$ cat config.mk
export PLATFORM = sky130hd
export DESIGN_NAME = ssq_csr
export DESIGN_NICKNAME = d
export VERILOG_FILES = /design/src/rtl/core/ssq_pkg.sv /design/src/rtl/core/ssq_csr.sv
export SDC_FILE = /design/constraint.sdc
export NUM_CORES = 1
export LEC_CHECK = 0
export BUFFER_PORTS_ARGS = -buffer_cell sky130_fd_sc_hd__buf_2
export CAP_MARGIN = 20
export CORE_ASPECT_RATIO = 0.7
export CORE_MARGIN = 2
export CORE_UTILIZATION = 47
export DETAILED_ROUTE_END_ITERATION = 10
export GPL_ROUTABILITY_DRIVEN = 0
export PLACE_DENSITY = 0.77
export SETUP_SLACK_MARGIN = 0.2
export SLEW_MARGIN = 30
export SYNTH_ARGS = -nofsm -noshare
export SYNTH_HDL_FRONTEND = slang
export SYNTH_SLANG_ARGS = --single-unit
$ cat constraint.sdc
create_clock -name clock -period 1.4 [get_ports clock]
set_clock_uncertainty 0.1 [all_clocks]
set_input_delay 0.14 -clock clock [delete_from_list [all_inputs] [get_ports clock]]
set_output_delay 0.14 -clock clock [all_outputs]
set_load 0.05 [all_outputs]
$ cat src/rtl/core/ssq_pkg.sv
package ssq_pkg;

   localparam int SQRT_STEPS = 32;
   localparam int DIV_STEPS  = 31;
   localparam int LANES      = 6;
   localparam int NORM_FRAC  = 14;
   localparam logic [14:0] NORM_ONE = 15'd16384;

   typedef enum logic [2:0] {
      REG_INNER_RADIUS,
      REG_OUTER_RADIUS,
      REG_CENTER_X,
      REG_CENTER_Y,
      REG_CENTER_Z
   } reg_index_type;

   typedef struct packed {
      logic signed [31:0] point_x;
      logic signed [31:0] point_y;
      logic signed [31:0] point_z;
   } req_type;

   typedef struct packed {
      logic               is_inside;
      logic               closer_surface;
      logic signed [31:0] nearest_x;
      logic signed [31:0] nearest_y;
      logic signed [31:0] nearest_z;
      logic signed [15:0] normal_x;
      logic signed [15:0] normal_y;
      logic signed [15:0] normal_z;
      logic               at_center;
   } rsp_type;

   typedef struct packed {
      logic [30:0]      inner_radius;
      logic [30:0]      outer_radius;
      logic [2:0][31:0] center;
   } cfg_type;

   typedef struct packed {
      logic in_shell;
      logic closer;
      logic centre;
      logic lt_a;
      logic gt_b;
      logic inward;
   } flag_type;

   // offset from center as magnitude and sign
   typedef struct packed {
      logic [2:0][31:0] mag;
      logic [2:0]       neg;
      flag_type         f;
   } meta_type;

endpackage

$ cat src/rtl/core/ssq_csr.sv
module ssq_csr (
   input  logic             clock,
   input  logic             reset,
   input  logic             psel,
   input  logic             penable,
   input  logic             pwrite,
   input  logic [4:0]       paddr,
   input  logic [31:0]      pwdata,
   output logic [31:0]      prdata,
   output logic             pready,
   output ssq_pkg::cfg_type cfg
);
   import ssq_pkg::*;

   logic [30:0]      inner_ff;
   logic [30:0]      outer_ff;
   logic [2:0][31:0] center_ff;
   reg_index_type    idx;
   logic             wr;

   assign idx    = reg_index_type'(paddr[4:2]);
   assign wr     = psel && penable && pwrite;
   assign pready = 1'b1;

   always_ff @(posedge clock) begin
      if (reset) begin
         inner_ff  <= '0;
         outer_ff  <= '0;
         center_ff <= '0;
      end else if (wr) begin
         unique case (idx)
            REG_INNER_RADIUS: inner_ff     <= pwdata[30:0];
            REG_OUTER_RADIUS: outer_ff     <= pwdata[30:0];
            REG_CENTER_X:     center_ff[0] <= pwdata;
            REG_CENTER_Y:     center_ff[1] <= pwdata;
            REG_CENTER_Z:     center_ff[2] <= pwdata;
            default: ;
         endcase
      end
   end

   always_comb begin
      unique case (idx)
         REG_INNER_RADIUS: prdata = {1'b0, inner_ff};
         REG_OUTER_RADIUS: prdata = {1'b0, outer_ff};
         REG_CENTER_X:     prdata = center_ff[0];
         REG_CENTER_Y:     prdata = center_ff[1];
         REG_CENTER_Z:     prdata = center_ff[2];
         default:          prdata = '0;
      endcase
   end

   assign cfg.inner_radius = inner_ff;
   assign cfg.outer_radius = outer_ff;
   assign cfg.center       = center_ff;

endmodule

==> results.py <==
metrics = {
    "status": {
        "outcome": "finished with violations",
        "violations": "hold timing, setup timing",
    },
    "pwr": {
        "peakVddDrop_mv": 0.669,
        "power_density_nw_per_um2": 766,
        "power_leakage_nw": 5.76,
    },
    "place": {
        "hpwl_um": 16000,
        "placed_area_um2": 10000,
        "dp.cells": 1183,
        "io_buffers": 229,
    },
    "global_route": {
        "grtUsageTotal": 0.310,
        "grt_pass1_wl_um": 41000,
        "grt-ovfl-total": 0,
        "antenna_found_initial": 1,
        "first_global_vias": 7424,
        "grt_max_degree": 71,
    },
    "detailed_routing": {
        "via_per_inst": 5.89,
        "wl_per_cell_um": 23.4,
        "detail-route-antenna-nets": 0,
        "drcViolationCount": 0,
        "dr.pass1.iters": 5,
        "drt_iter0_drc": 516,
        "wirelength_um": 30000,
        "num_vias": 7543,
    },
    "critical_path": {
        "cp_max_fo": 3,
        "crit_arrival_ps": 1560,
        "startpoint": "cfg[25]",
        "worstSetupStartpointType": "flop",
        "reg2reg_from": "cfg[20]",
        "worst_r2r_path_depth": 6,
        "worst-setup-path-type": "flop to output port",
        "required_ps": 1160,
        "end_kind": "output port",
    },
    "clock_network": {
        "cts_buffers": 17,
        "clk_path_buf_depth": 2,
        "clock_latency_ps": 410,
        "clkTransAtPathRegs_ps": 70,
        "clockRootBuffer": "clkbuf_16",
        "cts_tree": "yes",
        "h-tree-depth": 4,
        "clkSinkCount": 158,
    },
    "timing": {
        "holdWs_ps": -1.46,
        "finalSetupViolations": 33,
        "worst_pin_slew_ps": 597,
        "timing.final.crit_share": 1.29,
        "layout_min_cycle_time_ps": 1800,
        "finalMaxSlewViolations": 0,
        "worst_slack_ps": -401,
        "relSlewSlack": 0.602,
        "fmax_mhz": 555,
        "rsz0062_at_grt": "true",
        "hold_viol_final": 1,
    },
    "final_layout": {
        "final_cells": 1281,
        "drive_above_1_share": 0.601,
        "syn_to_final_growth_pct": 80.6,
        "final_nets": 1109,
        "final_core_util": 0.867,
        "postLayoutCellArea_um2": 13400,
        "fillers": 680,
    },
    "logic_synthesis": {
        "synth.area.top_cells": "dfxtp_1 (42%), mux2i_1 (17%), nand2b_1 (13%), a22oi_1 (6.1%), mux2_2 (4.5%)",
        "synth_ff_type": "dfxtp_1",
        "syn_inst": 751,
        "synth.yosys.seq_area_share": 0.425,
        "synth_edf_count": 0,
        "async_flop_share": 0,
        "synth_cell_types": 29,
        "synth.most_common_cell": "nand2b_1",
        "ys_ff_latch": 158,
        "synth_fp_nets": 793,
        "synth_top_area_share": 0.425,
        "synthTopCellsByCount": "nand2b_1 (160), dfxtp_1 (158), mux2i_1 (129)",
        "synth_area_um2": 7440,
        "synth_area_per_cell_um2": 9.91,
        "yosys_warnings": 0,
        "synth_top_area_cell": "dfxtp_1",
    },
    "job": {
        "max_cap_viol_count": 0,
    },
    "die": {
        "io_pins": 233,
        "core_um2": 15500,
        "floorplan.initialDensity": 0.480,
        "die_h_um": 109,
        "die_x_um": 154,
        "rows": 38,
        "die_area_um2": 16900,
    },
    "min_path": {
        "min_delay_path_depth": 3,
        "min-delay-start": "pwdata[22]",
        "hold_path.class": "input port to flop",
    },
}
==> layer usage <==
layer	track usage	vias up	part of all wire
li1	-	3293	-
met1	0.394	3767	0.39
met2	0.533	408	0.50
met3	0.0615	75	0.073
met4	0.113	0	0.030
met5	0	-	0
==> sequential cells by signal (all words and copies together), names as in the netlist <==
signal and count:
cfg 96, inner_ff 31, outer_ff 31
==> final timing paths <==
check	endpoint	slack [ps]
min	inner_ff[22]	-1
max reg2reg	cfg[20]	220
max	prdata[25]	-400
min reg2reg	outer_ff[23]	390
==> placed cells by master, fill, tap and decap left out, types with 2 or more instances in the layout <==
| master | count |
|---|---|
| dlygate4sd3_1 | 12 |
| nor2b_1 | 32 |
| inv_6 | 5 |
| o22ai_4 | 31 |
| buf_4 | 41 |
| mux2_2 | 4 |
| clkinv_4 | 2 |
| dfxtp_4 | 64 |
| mux2i_1 | 128 |
| inv_8 | 3 |
| dfxtp_2 | 94 |
| mux2_4 | 26 |
| nand2b_1 | 160 |
| a22oi_1 | 30 |
| o21ai_1 | 9 |
| clkbuf_16 | 18 |
| clkinvlp_4 | 2 |
| buf_2 | 35 |
| buf_12 | 31 |
| a22oi_2 | 30 |
| buf_6 | 143 |
| nor2b_4 | 2 |
| buf_8 | 103 |
| o21ai_0 | 56 |
==> layout make-up <==
type / instances / area (µm²) / area share
antenna: 1 / 2.50 / 0.000186
clock inverter: 14 / 145 / 0.0108
tap: 200 / 250 / 0.0186
multi-input combinational: 524 / 4680 / 0.348
timing repair buffer: 366 / 4410 / 0.328
clock buffer: 18 / 439 / 0.0327
sequential: 158 / 3520 / 0.262
==> where the power goes <==
group | leakage [nW] | internal [mW] | switching, mW
Clock | 0.284 | 2.57 | 2.08
Sequential | 1.37 | 4.41 | 0.0407
Combinational | 4.10 | 0.490 | 0.702
==> cell families (layout without fill, tap and decap cells) <==
| logic type | after synthesis | in the layout | share of synthesized area |
|---|---|---|---|
| flops | 158 | 158 | 0.425 |
| mux | 159 | 159 | 0.219 |
| compound gates | 158 | 158 | 0.132 |
| buf+inv | 69 | 398 | 0.0464 |
| simple gates | 206 | 206 | 0.177 |
| other cells | 1 | 2 | 0.000504 |
==> repair_timing <==
action,CTS,global route
cloned,0,2
endpoints found under the setup margin,191,189
resized for setup,497,189
setup buffers,22,29
pin swaps,28,29
hold buffers,12,0
endpoints found under the hold margin,32,0
==> critical path, cell delays in order, from the launching register on <==
cell and delay [ps]:
dfxtp_4 360, mux2_4 280, a22oi_2 220, o22ai_4 100, buf_6 180
==> through the flow <==
step / setup TNS [ps] / setup slack (ps) / hold slack [ps] / power (mW)
floorplan: 0 / 41.3 / 226 / 5.30
global placement: -14780 / -242 / 357 / 5.61
detailed placement: -17740 / -288 / 365 / 5.62
CTS: -9720 / -348 / 2.73 / 10.3
global route: -11170 / -443 / 24.9 / 10.5
finish: -9580 / -401 / -1.46 / 10.3
Power figures use the tool's default switching activity.
