===== config.mk =====
export PLATFORM = sky130hd
export DESIGN_NAME = ssq_back
export DESIGN_NICKNAME = d
export VERILOG_FILES = /design/src/rtl/core/ssq_pkg.sv /design/src/rtl/core/ssq_back.sv
export SDC_FILE = /design/constraint.sdc
export NUM_CORES = 1
export LEC_CHECK = 0
export BUFFER_PORTS_ARGS = -buffer_cell sky130_fd_sc_hd__buf_4
export CORE_AREA = 2 2 237 239
export CTS_CLUSTER_SIZE = 14
export DETAILED_ROUTE_END_ITERATION = 7
export DIE_AREA = 0 0 239 241
export SYNTH_ARGS = -nofsm -noshare
export SYNTH_HDL_FRONTEND = slang
export SYNTH_SLANG_ARGS = --single-unit

===== constraint.sdc =====
create_clock -name clock -period 13.23 [get_ports clock]
set_input_delay 0.6615 -clock clock [delete_from_list [all_inputs] [get_ports clock]]
set_output_delay 0.6615 -clock clock [all_outputs]
set_load 0.1 [all_outputs]

===== src/rtl/core/ssq_pkg.sv =====
package ssq_pkg;

   localparam int SQRT_STEPS = 32;
   localparam int DIV_STEPS  = 31;
   localparam int LANES      = 6;
   localparam int NORM_FRAC  = 14;
   localparam logic [14:0] NORM_ONE = 15'd16384;

   typedef enum logic [2:0] {
      REG_INNER_RADIUS,
      REG_OUTER_RADIUS,
      REG_CENTER_X,
      REG_CENTER_Y,
      REG_CENTER_Z
   } reg_index_type;

   typedef struct packed {
      logic signed [31:0] point_x;
      logic signed [31:0] point_y;
      logic signed [31:0] point_z;
   } req_type;

   typedef struct packed {
      logic               is_inside;
      logic               closer_surface;
      logic signed [31:0] nearest_x;
      logic signed [31:0] nearest_y;
      logic signed [31:0] nearest_z;
      logic signed [15:0] normal_x;
      logic signed [15:0] normal_y;
      logic signed [15:0] normal_z;
      logic               at_center;
   } rsp_type;

   typedef struct packed {
      logic [30:0]      inner_radius;
      logic [30:0]      outer_radius;
      logic [2:0][31:0] center;
   } cfg_type;

   typedef struct packed {
      logic in_shell;
      logic closer;
      logic centre;
      logic lt_a;
      logic gt_b;
      logic inward;
   } flag_type;

   // offset from center as magnitude and sign
   typedef struct packed {
      logic [2:0][31:0] mag;
      logic [2:0]       neg;
      flag_type         f;
   } meta_type;

endpackage


===== src/rtl/core/ssq_back.sv =====
module ssq_back (
   input  logic                            clock,
   input  logic                            reset,
   input  logic                            en,
   input  logic                            in_valid,
   input  logic [ssq_pkg::LANES-1:0][ssq_pkg::DIV_STEPS-1:0] in_quot,
   input  ssq_pkg::meta_type               in_meta,
   input  ssq_pkg::cfg_type                cfg,
   output logic                            out_valid,
   output ssq_pkg::rsp_type                out_data
);
   import ssq_pkg::*;

   logic             v1_ff, v2_ff;
   logic [2:0][32:0] nr_in, nr_ff;
   logic [2:0][15:0] nm_in, nm_ff, nm2_ff;
   flag_type         f1_ff, f2_ff;
   logic [2:0][31:0] near_in, near_ff;

   always_comb begin
      logic [32:0] m;
      logic [15:0] n;
      for (int i = 0; i < 3; i++) begin
         if (in_meta.f.lt_a || in_meta.f.gt_b) m = 33'(in_quot[i]);
         else m = 33'(in_meta.mag[i]);
         if (in_meta.f.centre) nr_in[i] = (i == 0) ? 33'(cfg.inner_radius) : 33'd0;
         else nr_in[i] = in_meta.neg[i] ? (~m + 33'd1) : m;

         n = (in_quot[3+i] > DIV_STEPS'(NORM_ONE)) ? 16'(NORM_ONE) : 16'(in_quot[3+i]);
         // sign of the offset, flipped again for an inward normal
         if (in_meta.f.centre) nm_in[i] = '0;
         else nm_in[i] = (in_meta.neg[i] ^ in_meta.f.inward) ? (~n + 16'd1) : n;
      end
   end

   always_comb begin
      logic [33:0] s;
      for (int i = 0; i < 3; i++) begin
         s = {nr_ff[i][32], nr_ff[i]} + {{2{cfg.center[i][31]}}, cfg.center[i]};
         if (s[33] && (s[32:31] != 2'b11)) near_in[i] = 32'h8000_0000;
         else if (!s[33] && (s[32:31] != 2'b00)) near_in[i] = 32'h7FFF_FFFF;
         else near_in[i] = s[31:0];
      end
   end

   always_ff @(posedge clock) begin
      if (reset) begin
         v1_ff <= 1'b0;
         v2_ff <= 1'b0;
      end else if (en) begin
         v1_ff <= in_valid;
         v2_ff <= v1_ff;
      end
   end

   always_ff @(posedge clock) begin
      if (en) begin
         nr_ff   <= nr_in;
         nm_ff   <= nm_in;
         f1_ff   <= in_meta.f;
         near_ff <= near_in;
         nm2_ff  <= nm_ff;
         f2_ff   <= f1_ff;
      end
   end

   assign out_valid               = v2_ff;
   assign out_data.is_inside      = f2_ff.in_shell;
   assign out_data.closer_surface = f2_ff.closer;
   assign out_data.nearest_x      = near_ff[0];
   assign out_data.nearest_y      = near_ff[1];
   assign out_data.nearest_z      = near_ff[2];
   assign out_data.normal_x       = nm2_ff[0];
   assign out_data.normal_y       = nm2_ff[1];
   assign out_data.normal_z       = nm2_ff[2];
   assign out_data.at_center      = f2_ff.centre;

endmodule


==> impl_metrics.tcl <==
set metrics [dict create \
    synth_async_sr_flop_share_pct 0 \
    postSynthCellCount 2213 \
    ys_ff_latch 299 \
    clk_path_buf_depth 3 \
    rr_worst_depth 10 \
    yosysWarningCount 0 \
    path_cells "buf_4, nor2_4, buf_12, mux2i_1, ha_1, o211ai_1, nor4_1, o211ai_1, nand2b_1, or3b_2, and3_1" \
    port_buffers 569 \
    post_cts_buffers 0 \
    synth_top_family_by_area "compound AO/OA/AOI/OAI gates" \
    outcome "completed" \
    synthAdderAreaFrac_pct 6.53 \
    coreArea_sq_um 54900 \
    area_growth_pct 28.7 \
    min_period_ns 5.11 \
    required_ns 13.54 \
    clkTransAtPathRegs_ns 0.06 \
    maxSlewViolCount 0 \
    gp_congestion 0.952 \
    ys_types 80 \
    holdCritPathClass "input port to flip-flop" \
    clkSinkCount 299 \
    pin_count 601 \
    yosysTopAreaCell "edfxtp_1" \
    synth-main-ff-cell "edfxtp_1" \
    dieArea_sq_um 57600 \
    place_hpwl_um 59100 \
    yosys.area_share.simple_pct 15.9 \
    synth_edf_count 297 \
    muxShareOfSynthArea_pct 3.85 \
    max-slew-margin-rel_pct 12.0 \
    drive_gt1_share_pct 24.3 \
    antenna_found_initial 6 \
    grt_pass1_vias 19200 \
    synth-seq-area-share_pct 42.6 \
    ir_drop_uv 78.0 \
    cts_resized 0 \
    max_freq_mhz 196 \
    critPathKind "input port to flip-flop" \
    crit_path_end "nr_ff[65]" \
    final_util_pct 49.4 \
    setup_tns_ns 0 \
    cellLeakagePower_nw 10.8 \
    place_ws_ns 7.61 \
    hold_viol 0 \
    startpoint_type "input port" \
    crit_path_start "in_meta[1]" \
    final_antenna_net_count 0 \
    dr_total_vias 19700 \
    globalRouteTotalUtil_pct 25.4 \
    rsz0062_at_grt "false" \
    htreeDepth 2 \
    die_y_um 241 \
    rrSetupSlack_ns 9.19 \
    crit_top_cell "o211ai_1" \
    r2r_start "nr_ff[41]" \
    cap_violations 0 \
    critical_path.max_fanout 109 \
    drc 0 \
    syn_avg_cell_area_sq_um 9.51 \
    num_rows 86 \
    final_nets 3293 \
    synth_area_sq_um 21100 \
    fin_crit_sh_pct 38.6 \
    synth_compound_area_share_pct 19.8 \
    start_util_pct 38.4 \
    synthXorXnorAreaFrac_pct 8.32 \
    setup_viol 0 \
    grt_start_max_net_pins 110 \
    synth_top_area_share_pct 42.4 \
    ctsHoldBuffers 0 \
    wl_per_cell_um 22.0 \
    power.density_nw_per_um2 143 \
    worstSetupEndpointType "flip-flop" \
    cp_slowest_cell "nor4_1" \
    clkLatencyLatePin_ns 0.56 \
    max_stage_delay_ns 0.72 \
    setup_ws_ns 8.12 \
    fin_skew_ns 0.0140 \
    arrival_ns 5.42 \
    ys_top_cells_by_area "edfxtp_1 (42%), ha_1 (6.2%), xnor2_1 (5.5%)" \
    drt_iter0_drc 1371 \
    cts_buffers 37 \
    root_buffer "clkbuf_16" \
    first_pass_iters 5 \
    synthesis.nets 2774 \
    rr_endpoint "out_data[93]" \
    tritoncts "yes" \
    grt_first_pass_wirelength_um 112000 \
    fill_cells 5232 \
    vias_per_cell 5.69 \
    grt-ovfl-total 0 \
    tightest_slew_ns 1.29 \
    fp.dieW_um 239 \
    routed_wl_um 76100 \
]
==> sequential cells by signal, indices dropped and copies added (netlist names) <==
name / count
out_data: 147
nr_ff: 99
nm_ff: 48
f1_ff: 3
out_valid: 1
v1_ff: 1
==> stage by stage <==
step / power, mW / instance area, sq um / hold slack, ns / instances
after floorplan: 2.42 / 21100 / 0.400 / 2213
after global placement: 2.88 / 25900 / 0.400 / 3397
after detailed placement: 2.89 / 25900 / 0.405 / 3397
after CTS: 3.90 / 27100 / 0.241 / 3464
after global routing: 4.04 / 27100 / 0.244 / 3465
final: 3.88 / 27100 / 0.274 / 3465
==> cell usage in the layout (no fill, tap or decap), types with 13 or more instances in the layout <==
master	synthesis	final
a211oi_1	17	17
a21o_1	43	43
a21oi_1	186	184
a31oi_1	23	23
and3_1	19	19
buf_4	0	581
clkbuf_1	79	13
clkbuf_16	0	37
edfxtp_1	297	297
ha_1	105	105
inv_1	59	59
mux2i_1	72	72
nand2_1	229	229
nand2b_1	22	22
nand3_1	33	33
nand4_1	23	23
nor2_1	201	201
nor2b_1	13	13
nor3_1	67	67
nor4_1	41	41
o211ai_1	23	23
o21a_1	39	39
o21ai_0	148	148
o21bai_1	20	20
o31ai_1	27	27
or3_1	16	16
xnor2_1	132	132
xor2_1	68	68
==> Yosys cell counts, drive strengths merged, types with 22 or more instances <==
cell type	number
nor4	41
a21o	43
mux2i	72
ha	105
xnor2	132
nand3	33
edfxtp	297
nand4	23
o211ai	23
buf	24
nor3	67
clkbuf	79
o31ai	30
nand2	229
o21a	39
nand2b	22
xor2	68
a21oi	188
a31oi	23
o21ai	161
nor2	202
inv	59
==> worst max-delay path: cells and delay by family <==
family	cells	cell delay, ns
AND/OR/NAND/NOR	5	2.36
adder cells (fa/ha/maj)	1	0.26
AO/OA/AOI/OAI	2	0.62
multiplexers	1	0.51
buffers and inverters	2	0.88
==> worst min-delay path by stage <==
| stage | depth (start not counted) | slack, ns | to | start |
|---|---|---|---|---|
| 2_1_floorplan | 0 | 0.40 | out_data[0] | f1_ff[3] |
| 3_3_place_gp | 0 | 0.40 | out_data[47] | nm_ff[14] |
| 3_5_place_dp | 0 | 0.40 | out_data[17] | nm_ff[16] |
| 4_1_cts | 2 | 0.24 | v1_ff | reset |
| 5_1_grt | 2 | 0.24 | out_valid | reset |
| 6_report | 2 | 0.27 | out_valid | reset |
==> power breakdown <==
part / leakage (nW) / internal (mW) / total (mW) / switching (mW)
sequential: 2.89 / 1.21 / 1.26 / 0.0518
clock: 0.551 / 0.580 / 0.993 / 0.413
combinational: 7.37 / 0.474 / 1.62 / 1.15
total: 10.8 / 2.26 / 3.88 / 1.61
==> metal layers <==
metal / GRT usage (%) / part of all wire (%)
met1: 30.7 / 40
met2: 44.4 / 49
met3: 5.67 / 8.0
met4: 9.45 / 3.7
met5: 0 / 0.067
==> area by class of cell <==
type	count	area, sq um	share of cell area, %
clock inverter	17	191	0.706
clock buffer	50	975	3.60
inverter	59	221	0.817
tap	704	881	3.25
antenna	1	2.50	0.00923
multi-input combinational	1752	11500	42.3
sequential	299	8960	33.1
timing repair buffer	583	4400	16.2
==> logic make-up (layout without fill, tap and decap cells) <==
logic type / Yosys count / in the layout
compound gates: 650 / 650
xor+xnor: 200 / 200
mux: 80 / 80
flops: 299 / 299
buf+inv: 162 / 709
fa+ha+maj: 108 / 108
simple gates: 714 / 714
other cells: 0 / 1
Note: power is estimated with default switching activity, not from simulation.
